<file path="config.mk">
export PLATFORM = sky130hd
export DESIGN_NAME = psev_stack_mem
export DESIGN_NICKNAME = d
export VERILOG_FILES = /design/src/rtl/core/psev_pkg.sv /design/src/rtl/core/psev_stack_mem.sv
export SDC_FILE = /design/constraint.sdc
export NUM_CORES = 2
export LEC_CHECK = 0
export BUFFER_PORTS_ARGS = -buffer_cell sky130_fd_sc_hd__buf_2
export CAP_MARGIN = 20
export CORE_ASPECT_RATIO = 0.9
export CORE_MARGIN = 4
export CORE_UTILIZATION = 35
export DETAILED_ROUTE_END_ITERATION = 10
export SLEW_MARGIN = 25
export SYNTH_ARGS = -nofsm -noshare
export SYNTH_HDL_FRONTEND = slang
export SYNTH_SLANG_ARGS = --single-unit
</file>
<file path="constraint.sdc">
create_clock -name clk -period 5.6 [get_ports clk]
set_input_delay 1.4 -clock clk [delete_from_list [all_inputs] [get_ports clk]]
set_output_delay 1.4 -clock clk [all_outputs]
set_load 0.02 [all_outputs]
</file>
<file path="src/rtl/core/psev_pkg.sv">
`default_nettype none
package psev_pkg;

	localparam int STACK_DEPTH = 64;
	localparam int FRAC_BITS_DEF = 16;
	localparam int DEPTH_W = $clog2(STACK_DEPTH + 1);
	localparam int ADDR_W = $clog2(STACK_DEPTH);

	// token opcodes
	localparam logic [2:0] OP_PUSH = 3'd0;
	localparam logic [2:0] OP_ADD  = 3'd1;
	localparam logic [2:0] OP_SUB  = 3'd2;
	localparam logic [2:0] OP_MUL  = 3'd3;
	localparam logic [2:0] OP_DIV  = 3'd4;

	// result status codes
	localparam logic [2:0] ST_OK      = 3'd0;
	localparam logic [2:0] ST_EMPTY   = 3'd1;
	localparam logic [2:0] ST_LONE    = 3'd2;
	localparam logic [2:0] ST_FULL    = 3'd3;
	localparam logic [2:0] ST_DIVZERO = 3'd4;
	localparam logic [2:0] ST_SAT     = 3'd5;

	localparam logic [31:0] Q_MAX = 32'h7fff_ffff;
	localparam logic [31:0] Q_MIN = 32'h8000_0000;

	typedef struct packed {
		logic [2:0]         opcode;
		logic signed [31:0] operand_value;
	} token_t;

	typedef struct packed {
		logic signed [31:0] top_value;
		logic [DEPTH_W-1:0] stack_depth;
		logic [2:0]         status;
	} result_t;

	typedef struct packed {
		logic              we;
		logic [ADDR_W-1:0] waddr;
		logic [31:0]       wdata;
		logic              re;
		logic [ADDR_W-1:0] raddr;
	} mem_req_t;

	typedef enum logic [2:0] {
		S_IDLE,
		S_READ,
		S_MUL,
		S_DIV,
		S_DONE
	} state_t;

endpackage
`default_nettype wire

</file>
<file path="src/rtl/core/psev_stack_mem.sv">
`default_nettype none
module psev_stack_mem (
	input  wire logic              clk,
	input  wire psev_pkg::mem_req_t req,
	output logic [31:0]            rdata
);
	import psev_pkg::*;

	logic [31:0] mem [STACK_DEPTH];

	always_ff @(posedge clk) begin
		if (req.we) begin
			mem[req.waddr] <= req.wdata;
		end
	end

	// registered read port, data holds until the next read
	always_ff @(posedge clk) begin
		if (req.re) begin
			rdata <= mem[req.raddr];
		end
	end

endmodule
`default_nettype wire

</file>
==> After elaboration in Yosys (flattened, before gate mapping) <==
Memories as Yosys holds them, arrays and structs flattened. A register that Yosys moved wholly into a read port is not among the register bits.
Cells that the tools add are included.
W data, S select, Z words.
{ "word_totals": {"n_memories": 1, "in_bits": 47, "out_inout_bits": 32, "ram_bits": 2048, "word_cells": 3, "ff_bits": 0} }
{ "mem_list": {"columns": ["name", "depth", "word_bits", "read_ports", "rd_clocked_by_memory_dff", "write_ports", "line", "rtl"], "rows": [
  ["mem", 64, 32, 1, 1, 1, "psev_stack_mem.sv:9", "logic [31:0] mem [STACK_DEPTH];"]
]} }
{ "classes": {"n_mux": 2} }
{ "op_table": {"columns": ["op", "n"], "rows": [
  ["$mux W1", 2]
]} }

==> Logic depth before layout (Yosys ltp) <==
{ "logic_depth": {"ltp_word": 2, "mapped_depth": 10, "depth_no_buf": 5} }

==> Worst setup path after synthesis <==
No wires, ideal clock.
{ "synth_timing": {"kind": "input-to-reg", "startpoint": "input port req[42] in the netlist's numbering", "endpoint": "memory mem[48][0], enable pin", "t_required_ns": 5.139, "setup_slack_ns": 1.040, "setup_time_ns": 0.461, "stages": 4, "n_path_buf": 1, "arrival_time_ns": 4.099, "path_cell_list": "clkbuf_1 > nor2b_1 > nand4b_1 > nor3_1"} }
{ "synth_lines": {"columns": ["element", "line", "rtl"], "rows": [
  ["from (decl)", "psev_stack_mem.sv:4", "input wire psev_pkg::mem_req_t req,"],
  ["to (decl)", "psev_stack_mem.sv:9", null]
]} }
Straight into the memory's write port.

==> metrics.md <==
| Metric | Value |
|---|---|
| Crit Path Category | input port to flip-flop |
| Worst Setup SP | req[0] |
| Die Y | 458 um |
| Hpwl dp | 119 mm |
| Post_cts resized | 0 |
| Postcts setup bufs | 0 |
| Via count | 37,398 |
| Dpl cells | 6,395 |
| Avg Cell Area, Syn | 23.7 sq um |
| Sw frac | 0.213 |
| Hold/Removal Path Class | flip-flop to flip-flop |
| Clock Skew | 0.0266 ns |
| Wire per inst | 31.0 um |
| Internal | 25.1 mW |
| Post-route insts no fill | 6,774 |
| Startpoint types | input port |
| I/O pin count | 79 |
| Hold-fix buffers, CTS | 0 |
| Worst slew pin tran | 1.04 ns |
| CTS Buffer Depth | 3 |
| Die X | 508 um |
| Post-synthesis sequential area ratio | 0.792 |
| Vias in the first global route | 37,718 |
| FF-to-FF Start | mem[46][26] |
| Max Cap Viol | 0 |
| Synth-to-Final Area Change | 14.7% |
| Crit path DAT | 4.40 ns |
| Initial antenna violation count | 14 |
| Post-DRT Antenna Nets | 0 |
| Total GRT Usage | 0.179 |
| Wirelength, routed | 210 mm |
| # DRC | 0 |
| Initial DRT Pass Iterations | 5 |
| Max FO, Critical Path | 51 |
| CTS tree | yes |
| Fin util | 0.403 |
| Place WS | 0.726 ns |
| Relative slew slack | 0.305 |
| Port buffer count | 78 |
| Fin crit period | 3.89 ns |
| Placement Cell Area | 0.0842 sq mm |
| Gp weighted congestion | 0.759 |
| First-pass GRT wire length | 296 mm |
| Post-DR vias/cell | 5.52 |
| Required @ worst endpoint | 6.10 ns |
| Inserted Clock Buffers | 201 |
| P per Cell Area | 352 mW/mm^2 |
| Final Setup Violations | 0 |
| Reg2reg path depth | 4 |
| Fill cell count | 19,495 |
| Area of the multi-input gates | 0.0160 sq mm |
| Design area | 0.0905 sq mm |
| Sequential share of power | 0.544 |
| Mapped Cells | 3,324 |
| Pins Over Slew Limit | 0 |
| Outcome | completed |
| Critical Path End Type | flip-flop |
| Setup WS post-layout | 1.71 ns |
| Comb pwr share | 0.049 |
| Layout cell share with drive strength beyond 1 | 0.305 |
| Total gr overflow | 0 |
| Mapped Area | 0.0788 sq mm |
| Nets | 3,639 |
| Row count | 165 |
| H-tree depth | 4 |
| Register area | 0.0625 sq mm |
| Clk network pwr share | 0.406 |
| CTS sink count | 2,080 |
| Syn_nets | 3,371 |
| Core Box Area | 0.224 sq mm |
| Fmax | 257 MHz |
| Hold Fails Final Rpt | 0 |
| Flop and latch count out of synthesis | 2,080 |
| P_leak | 27.8 nW |
| Final Cycle Share | 0.695 |
| Largest net degree at the start of global routing | 86 |
| Die Footprint | 0.233 sq mm |
| Hold-critical path depth | 4 |
| Commonest cells after routing, fill and taps aside | edfxtp_1 (2,080), mux4_2 (544), clkbuf_16 (206), buf_4 (177), mux2i_1 (93) |
| Hold Path Origin | mem[28][4] |
| Sw power | 6.78 mW |
| CTS clk-pin slew, worst paths | 0.06 ns |
| Starting Density | 0.351 |
| Number of DRC markers in iteration 0 | 4,907 |
| Clk Latency, worst-skew pair | 0.82 ns |
| Root Buffer | clkbuf_16 |
| Synth Warn # | 0 |
| RSZ-0062 raised after global routing | false |
| Sum Neg Setup Slack | 0 ns |
| Unique masters post-synth | 33 |
| Commonest non-fill, non-tap cell in the layout | edfxtp_1 |
| Worst vdd ir | 0.337 mV |
## per-stage QoR
| step | hold WS (ns) | total power, mW |
|---|---|---|
| 2_1_floorplan | 0.750 | 18.5 |
| 3_3_place_gp | 0.804 | 19.3 |
| 3_5_place_dp | 0.826 | 19.3 |
| 4_1_cts | 0.840 | 32.1 |
| 5_1_grt | 0.933 | 32.9 |
| 6_report | 0.834 | 31.9 |
## cells by family (layout without fill, tap and decap cells)
family	Yosys count	count (layout)	synth area share
AOI/OAI and AO/OA	202	202	0.0167
buffers and inverters	182	617	0.0112
and+or+nand+nor	223	223	0.0126
muxes	637	637	0.167
DFF	2080	2080	0.792
other	0	9	0
## critical path, stage by stage
cell,delay [ns]
buf_8,0.50
buf_4,0.33
buf_12,0.31
mux4_2,0.56
mux4_2,0.53
o22ai_1,0.46
nor2_1,0.20
## state kept, by name, summed over array words and instances, names as in the netlist
signal and count:
rdata 32, mem 2048
## synthesized netlist by cell type
| cell type | count | area share |
|---|---|---|
| o22ai_1 | 84 | 0.0067 |
| or3b_1 | 2 | 0.00022 |
| nand3b_1 | 5 | 0.00048 |
| a22oi_1 | 12 | 0.0011 |
| a31oi_1 | 1 | 0.000079 |
| o32ai_1 | 4 | 0.00044 |
| nand2b_1 | 8 | 0.00063 |
| nor3_1 | 7 | 0.00044 |
| buf_6 | 5 | 0.00071 |
| or2_1 | 1 | 0.000079 |
| o221ai_1 | 27 | 0.0030 |
| or3b_2 | 3 | 0.00033 |
| nor2b_1 | 15 | 0.0012 |
| or2_0 | 1 | 0.000079 |
| nand4b_1 | 1 | 0.00011 |
| or3_1 | 3 | 0.00024 |
| a311oi_1 | 8 | 0.00089 |
| buf_2 | 57 | 0.0036 |
| a21oi_1 | 62 | 0.0039 |
| clkbuf_1 | 74 | 0.0035 |
| nand2_1 | 26 | 0.0012 |
| or2_2 | 1 | 0.000079 |
| nor2_1 | 137 | 0.0065 |
| nand4_1 | 2 | 0.00016 |
| and3_1 | 4 | 0.00032 |
| and2_1 | 2 | 0.00016 |
| nand3_1 | 5 | 0.00032 |
| edfxtp_1 | 2080 | 0.79 |
| mux4_2 | 544 | 0.16 |
| a41o_1 | 4 | 0.00051 |
| mux2i_1 | 93 | 0.012 |
| buf_4 | 25 | 0.0024 |
| buf_1 | 21 | 0.0010 |
## metal layers
metal	up-vias	routed length [um]	GRT usage
met5	-	67	0
met4	10	5930	0.0537
met3	288	17300	0.0339
met2	1682	98600	0.276
met1	20548	88300	0.260
li1	14870	-	-
## power by group through the flow
stage / Combinational [mW] / Clock [mW] / Sequential [mW]
after global placement: 1.56 / 0 / 17.7
after CTS: 1.58 / 13.2 / 17.4
after global routing: 1.66 / 13.9 / 17.3
final: 1.56 / 12.9 / 17.3
after floorplan: 0.839 / 0 / 17.7
after detailed placement: 1.58 / 0 / 17.7
## final timing paths
path	slack [ns]	end
min reg2reg	0.83	rdata[4]
min	0.83	rdata[4]
max	1.71	rdata[11]
max reg2reg	3.18	rdata[26]
## layout make-up
class	instances	share of cell area
flip-flops and latches	2080	0.690
multi-input cells	1062	0.177
clock buffers	243	0.0585
well taps	3006	0.0416
repair buffers	247	0.0223
clock inverters	127	0.0103
diodes	9	0.000249
No activity file was read; power rests on OpenSTA's default activity.
