### config.mk
export PLATFORM = sky130hd
export DESIGN_NAME = psev_div
export DESIGN_NICKNAME = d
export VERILOG_FILES = /design/src/rtl/core/psev_pkg.sv /design/src/rtl/core/psev_div.sv
export SDC_FILE = /design/constraint.sdc
export NUM_CORES = 1
export LEC_CHECK = 0
export BUFFER_PORTS_ARGS = -buffer_cell sky130_fd_sc_hd__buf_2
export CAP_MARGIN = 15
export CORE_ASPECT_RATIO = 0.9
export CORE_MARGIN = 2
export CORE_UTILIZATION = 51
export DETAILED_ROUTE_END_ITERATION = 10
export PLACE_DENSITY = 0.83
export SETUP_SLACK_MARGIN = 0.3
export SLEW_MARGIN = 10
export SYNTH_ARGS = -nofsm -noshare
export SYNTH_HDL_FRONTEND = slang
export SYNTH_SLANG_ARGS = --single-unit
### constraint.sdc
create_clock -name clk -period 2.5 [get_ports clk]
set_input_delay 0.125 -clock clk [delete_from_list [all_inputs] [get_ports clk]]
set_output_delay 0.125 -clock clk [all_outputs]
set_load 0.05 [all_outputs]
### src/rtl/core/psev_pkg.sv
`default_nettype none
package psev_pkg;

	localparam int STACK_DEPTH = 64;
	localparam int FRAC_BITS_DEF = 16;
	localparam int DEPTH_W = $clog2(STACK_DEPTH + 1);
	localparam int ADDR_W = $clog2(STACK_DEPTH);

	// token opcodes
	localparam logic [2:0] OP_PUSH = 3'd0;
	localparam logic [2:0] OP_ADD  = 3'd1;
	localparam logic [2:0] OP_SUB  = 3'd2;
	localparam logic [2:0] OP_MUL  = 3'd3;
	localparam logic [2:0] OP_DIV  = 3'd4;

	// result status codes
	localparam logic [2:0] ST_OK      = 3'd0;
	localparam logic [2:0] ST_EMPTY   = 3'd1;
	localparam logic [2:0] ST_LONE    = 3'd2;
	localparam logic [2:0] ST_FULL    = 3'd3;
	localparam logic [2:0] ST_DIVZERO = 3'd4;
	localparam logic [2:0] ST_SAT     = 3'd5;

	localparam logic [31:0] Q_MAX = 32'h7fff_ffff;
	localparam logic [31:0] Q_MIN = 32'h8000_0000;

	typedef struct packed {
		logic [2:0]         opcode;
		logic signed [31:0] operand_value;
	} token_t;

	typedef struct packed {
		logic signed [31:0] top_value;
		logic [DEPTH_W-1:0] stack_depth;
		logic [2:0]         status;
	} result_t;

	typedef struct packed {
		logic              we;
		logic [ADDR_W-1:0] waddr;
		logic [31:0]       wdata;
		logic              re;
		logic [ADDR_W-1:0] raddr;
	} mem_req_t;

	typedef enum logic [2:0] {
		S_IDLE,
		S_READ,
		S_MUL,
		S_DIV,
		S_DONE
	} state_t;

endpackage
`default_nettype wire

### src/rtl/core/psev_div.sv
`default_nettype none
module psev_div #(
	parameter int FRAC_BITS = psev_pkg::FRAC_BITS_DEF
) (
	input  wire logic                  clk,
	input  wire logic                  arst_n,
	input  wire logic                  start,
	input  wire logic [31:0]           dividend_mag,
	input  wire logic [31:0]           divisor_mag,
	output logic                       done,
	output logic [32+FRAC_BITS-1:0]    quotient
);
	import psev_pkg::*;

	localparam int N = 32 + FRAC_BITS;
	localparam int CNT_W = $clog2(N + 1);

	logic [31:0]      rem_q;
	logic [31:0]      dvs_q;
	logic [N-1:0]     quo_q;
	logic [CNT_W-1:0] cnt_q;
	logic             run_q;
	logic             done_q;
	logic [32:0]      rem_sh;
	logic             fits;
	logic [32:0]      rem_sub;

	// restoring step, one quotient bit per cycle
	assign rem_sh  = {rem_q, quo_q[N-1]};
	assign fits    = rem_sh >= {1'b0, dvs_q};
	assign rem_sub = rem_sh - {1'b0, dvs_q};

	always_ff @(posedge clk or negedge arst_n) begin
		if (!arst_n) begin
			run_q  <= 1'b0;
			done_q <= 1'b0;
			cnt_q  <= '0;
		end else begin
			done_q <= 1'b0;
			if (start) begin
				run_q <= 1'b1;
				cnt_q <= CNT_W'(N);
			end else if (run_q) begin
				cnt_q <= cnt_q - CNT_W'(1);
				if (cnt_q == CNT_W'(1)) begin
					run_q  <= 1'b0;
					done_q <= 1'b1;
				end
			end
		end
	end

	always_ff @(posedge clk) begin
		if (start) begin
			rem_q <= '0;
			dvs_q <= divisor_mag;
			quo_q <= N'(dividend_mag) << FRAC_BITS;
		end else if (run_q) begin
			rem_q <= fits ? rem_sub[31:0] : rem_sh[31:0];
			quo_q <= {quo_q[N-2:0], fits};
		end
	end

	assign done     = done_q;
	assign quotient = quo_q;

endmodule
`default_nettype wire

# Yosys cells after proc, flatten, opt, wreduce, memory -nomap -nowiden
# Index checks and enable logic that the tools add are counted.
# op_classes
n_addsub	2
eq_ne	1
order_cmp	1
n_reduce_logical	1
muxes	11
# op_table
cell	n
2-to-1 mux 48 bit	2
greater-or-equal comparator 33 x 32 -> 1 bit	1
2-to-1 mux 32 bit	1
subtractor 32 bit	1
2-to-1 mux 6 bit	2
equality test 6 x 1 -> 1 bit (second input constant)	1
2-to-1 mux 1 bit	6
subtractor 6 x 1 -> 6 bit (second input constant)	1
nonzero test 2 bit	1
# word_totals
input_bits	67
output_inout_bits	49
ff_bits	120
word_cells	23

# Depth between registers and ports, before layout
# logic_depth
ltp_word	4
ltp_mapped	14
ltp_nobuf	12

# Least setup slack after synthesis
# OpenSTA, ideal clock, no wires.
# synth_path
path_kind	flip-flop to flip-flop
from	register quo_q[47] (netlist: quotient[47])
to	register rem_q[28]
arrival_time_ns	2.733
synth_period_minus_slack_ns	2.850
path_stages_with_launch	13
t_required_ns	2.383
setup_slack_ns	-0.350
setup_ns	0.117
path_buffers	0
path_cell_list	edfxtp_1 > inv_1 > ha_1 > fa_1 > nor2b_1 > o2111ai_1 > a21o_1 > a21oi_1 > nor3_1 > o31ai_1 > xnor2_1 > o21ai_0 > a22o_1
# synth_via
elab_chain_len	2
elab_cells_between_ends	3
cone_classes	1 x add/sub; 1 x order compare; 1 x mux
# synth_lines
element	line_no	text
from (decl)	psev_div.sv:20	logic [N-1:0] quo_q;
from (signal assigned)	psev_div.sv:57	quo_q <= N'(dividend_mag) << FRAC_BITS;
from (signal assigned)	psev_div.sv:60	quo_q <= {quo_q[N-2:0], fits};
subtractor 32 bit or greater-or-equal comparator 33 x 32 -> 1 bit (tied branches)	psev_div.sv:31, psev_div.sv:30	
2-to-1 mux 32 bit *	psev_div.sv:59	rem_q <= fits ? rem_sub[31:0] : rem_sh[31:0];
to (signal assigned)	psev_div.sv:59	
to (decl)	psev_div.sv:18	logic [31:0] rem_q;
# Every way passes the cells marked *; elsewhere a longest branch is shown, timed or not.
# A chain may end at the register's enable or synchronous reset.

# Final worst setup path
# layout_path
from	register dvs_q[20]
to	register rem_q[27]
# layout_via
elab_chain_len	2
elab_cells_between_ends	3
cone_classes	1 x add/sub; 1 x order compare; 1 x mux
# layout_lines
element	line_no	text
from (decl)	psev_div.sv:19	logic [31:0] dvs_q;
from (signal assigned)	psev_div.sv:56	dvs_q <= divisor_mag;
subtractor 32 bit or greater-or-equal comparator 33 x 32 -> 1 bit (tied branches)	psev_div.sv:31, psev_div.sv:30	
2-to-1 mux 32 bit *	psev_div.sv:59	
# Marked as above.

==> metrics.md <==
| Metric | Value |
|---|---|
| Crit start category | flip-flop |
| Antenna violations before repair | 0 |
| Vias | 5998 |
| CTS tree | built |
| Hold depth | 2 |
| Cell-internal power | 6.52 mW |
| Global-route wire length before repair | 27500 microns |
| Clock share of power | 0.223 |
| Sequential share of power | 0.262 |
| N_diodes | 0 |
| Syn_nets | 723 |
| Combinational Power Share | 0.515 |
| Post-synthesis cell type count | 56 |
| Die area | 0.0133 sq mm |
| Clk_skew | 0.0111 ns |
| Worst-path clk slew | 0.06 ns |
| Hold_sp | dividend_mag[3] |
| Gr ovfl total | 0 |
| Failing checks | negative setup slack |
| HP Class | in -> reg |
| Vias/cell | 5.92 |
| Final period utilization | 1.15 |
| Clk root buf | clkbuf_16 |
| WL/cell | 18.6 microns |
| Worst-margin pin slew | 0.742 ns |
| Critical path capture point type | flip-flop |
| Fin cells | 1013 |
| CP Class | reg -> reg |
| Antenna viol nets, final | 0 |
| Critical R2R Launch | dvs_q[20] |
| Status | complete, but fails checks |
| Relative slew slack | 0.503 |
| Register-to-Register Path Depth | 13 |
| Register area share after synthesis | 0.488 |
| RD Place Congestion | 0.875 |
| Ys async rst share | 0.0667 |
| Required time of the worst setup path | 2.77 ns |
| Flops & latches, synth | 120 |
| Largest cells by area after synthesis | edfxtp_1 (30%), dfxtp_1 (15%), ha_1 (6.7%), a22o_1 (5.4%), mux2i_1 (4.0%) |
| Port Buf Inserts | 115 |
| Highest Clock Rate | 348 MHz |
| Mapped Cells | 621 |
| Post-synth EDFFs | 64 |
| RR Endpoint | rem_q[27] |
| Top cell type's share of synthesized area | 0.304 |
| Skew-Pair Late Insertion Delay | 0.43 ns |
| Crit path DAT | 3.15 ns |
| H-tree level count | 4 |
| Area occupied by multi-input gates | 0.00341 sq mm |
| Yosys warns | 0 |
| CTS sink count | 120 |
| Core Box Area | 0.0121 sq mm |
| Yosys top cell by area | edfxtp_1 |
| Dpl cells | 926 |
| IO Count | 116 |
| Final cell utilization of the core | 0.752 |
| DRC | 0 |
| Sw Share | 0.398 |
| Max_cap viols | 0 |
| TritonRoute pass-1 iters | 7 |
| Sequential standard cell area | 0.00308 sq mm |
| Synth Flop Type | edfxtp_1 |
| Worst IR Drop VDD | 596 uV |
| Switch Pwr | 4.31 mW |
| Drt total wl | 18900 microns |
| Die height | 110 microns |
| Post-Syn Area | 0.00631 sq mm |
| Min Tclk post-route | 2.88 ns |
| P&R area growth vs syn | 43.9% |
| Power per cell area | 1190 mW/mm^2 |
| Leakage | 4.17 nW |
| Nets | 942 |
| Layout fillers | 717 |
| Min-Delay Endpoint | quotient[19] |
| Slew Limit Fails | 0 |
| Hold WS | 0.00290 ns |
| Total CTS buffers | 17 |
| Largest net degree at the start of global routing | 47 |
| R2R Setup Slk | -0.38 ns |
| Worst Path Max Fanout | 8 |
| Vias in the first global route | 5777 |
| Initial Utilization | 0.523 |
| Setup WS pre-CTS | -0.208 ns |
| Final setup margin | -0.376 ns |
| Fin. Hold Viols | 0 |
| Total GRT Usage | 0.268 |
| Share of cells above drive strength 1 | 0.363 |
| Syn_area_per_cell | 10.2 sq um |
| FP Rows | 38 |
| Initial DRC Count | 612 |
| DP Wirelength | 11100 microns |
| RSZ-0062 raised after global routing | true |
| Final setup violation count | 33 |
| Clk buf depth | 2 |
| Die W | 121 microns |
## routing by layer
layer | up-vias | track usage | share of wire
met3 | 108 | 0.0633 | 0.071
met1 | 2822 | 0.310 | 0.39
met4 | 0 | 0.165 | 0.052
li1 | 2695 | - | -
met5 | - | 0 | 0
met2 | 373 | 0.454 | 0.49
## cell usage in the layout (no fill, tap or decap), drive strengths merged, types with 2 or more instances in the layout
cell type	synthesis	routed
nand3	11	11
a311oi	2	2
dlygate4sd3	0	43
a22o	39	39
nand4	8	8
a21boi	3	3
xor2	18	18
and4	2	2
clkinv	0	4
o31ai	5	5
o2111ai	2	2
ha	34	34
o21ai	22	22
clkbuf	26	22
o21bai	3	3
nand2b	8	8
a31oi	3	3
edfxtp	64	64
nor2b	6	6
a21oi	39	39
buf	8	191
inv	44	50
xnor2	13	13
a32oi	2	2
mux2i	25	25
a211oi	22	22
and3	3	3
a21o	12	12
nor3	10	10
nor2	66	66
nand2	40	40
o21a	3	3
dfxtp	48	48
o211ai	4	4
dfrtp	8	8
## through the flow
| step | setup TNS [ns] | total power, mW | instance area, sq um |
|---|---|---|---|
| 3_3_place_gp | -0.653 | 6.93 | 7510 |
| 3_5_place_dp | -3.61 | 7.12 | 7510 |
| 4_1_cts | -0.722 | 10.2 | 8910 |
| 5_1_grt | -7.73 | 11.3 | 9090 |
| 2_1_floorplan | -1.42 | 5.78 | 6390 |
| 6_report | -6.08 | 10.8 | 9090 |
## power by group through the flow
stage	Sequential [mW]	Combinational [mW]	Clock [mW]
2_1_floorplan	2.96	2.82	0
3_3_place_gp	2.75	4.17	0
3_5_place_dp	2.77	4.35	0
4_1_cts	2.81	4.95	2.42
5_1_grt	2.87	5.91	2.51
6_report	2.84	5.59	2.41
## synth_stat cells (all sizes together) (13+ instances only)
cell    number
nor2        66
edfxtp      64
dfxtp       48
inv         44
nand2       40
a21oi       39
a22o        39
ha          34
clkbuf      26
mux2i       25
a211oi      22
o21ai       22
xor2        18
xnor2       13
## critical path, cell delays in order, from the launching register on
cell	delay [ns]
edfxtp_1	0.36
inv_1	0.10
ha_4	0.21
buf_4	0.15
a21oi_1	0.30
o21a_1	0.28
a21oi_1	0.10
nor2_1	0.15
a21oi_2	0.08
a31oi_4	0.30
buf_6	0.21
nor2_1	0.08
mux2i_1	0.25
a311oi_2	0.16
## logic make-up (layout without fill, tap and decap cells)
group,count (synthesis),in the layout,synth area share
XOR/XNOR,31,31,0.0430
adder cells (fa/ha/maj),35,35,0.0705
buffers and inverters,78,310,0.0507
AND/OR/NAND/NOR,162,162,0.117
flip-flops,120,120,0.488
AO/OA/AOI/OAI,169,169,0.190
multiplexers,26,26,0.0414
## worst max-delay path by stage
stage                       startpoint        end  cells past startpoint
after floorplan           quotient[47]  rem_q[28]                     12
final                        dvs_q[20]  rem_q[27]                     13
after CTS                     dvs_q[0]  rem_q[26]                     11
after detailed placement      dvs_q[4]  rem_q[13]                     11
after global placement        dvs_q[4]  rem_q[16]                     11
after global routing         dvs_q[30]  rem_q[27]                     10
## timing repair
action,CTS,global route
pin swaps,18,17
hold buffers,43,0
endpoints found under the setup margin,33,33
setup buffers,9,3
gates resized for setup,57,38
cloned,0,0
endpoints found under the hold margin,50,0
## area by class of cell
type,count,area share
multi-input combinational,423,0.375
sequential,120,0.339
timing repair buffer,234,0.181
clock buffer,22,0.0558
tap,160,0.0220
inverter,44,0.0182
clock inverter,10,0.00840
## flip-flops by register name, indices dropped and copies added (netlist names)
name	cells
quotient	48
dvs_q	32
run_q	1
cnt_q	6
done	1
rem_q	32
Power figures use the tool's default switching activity.
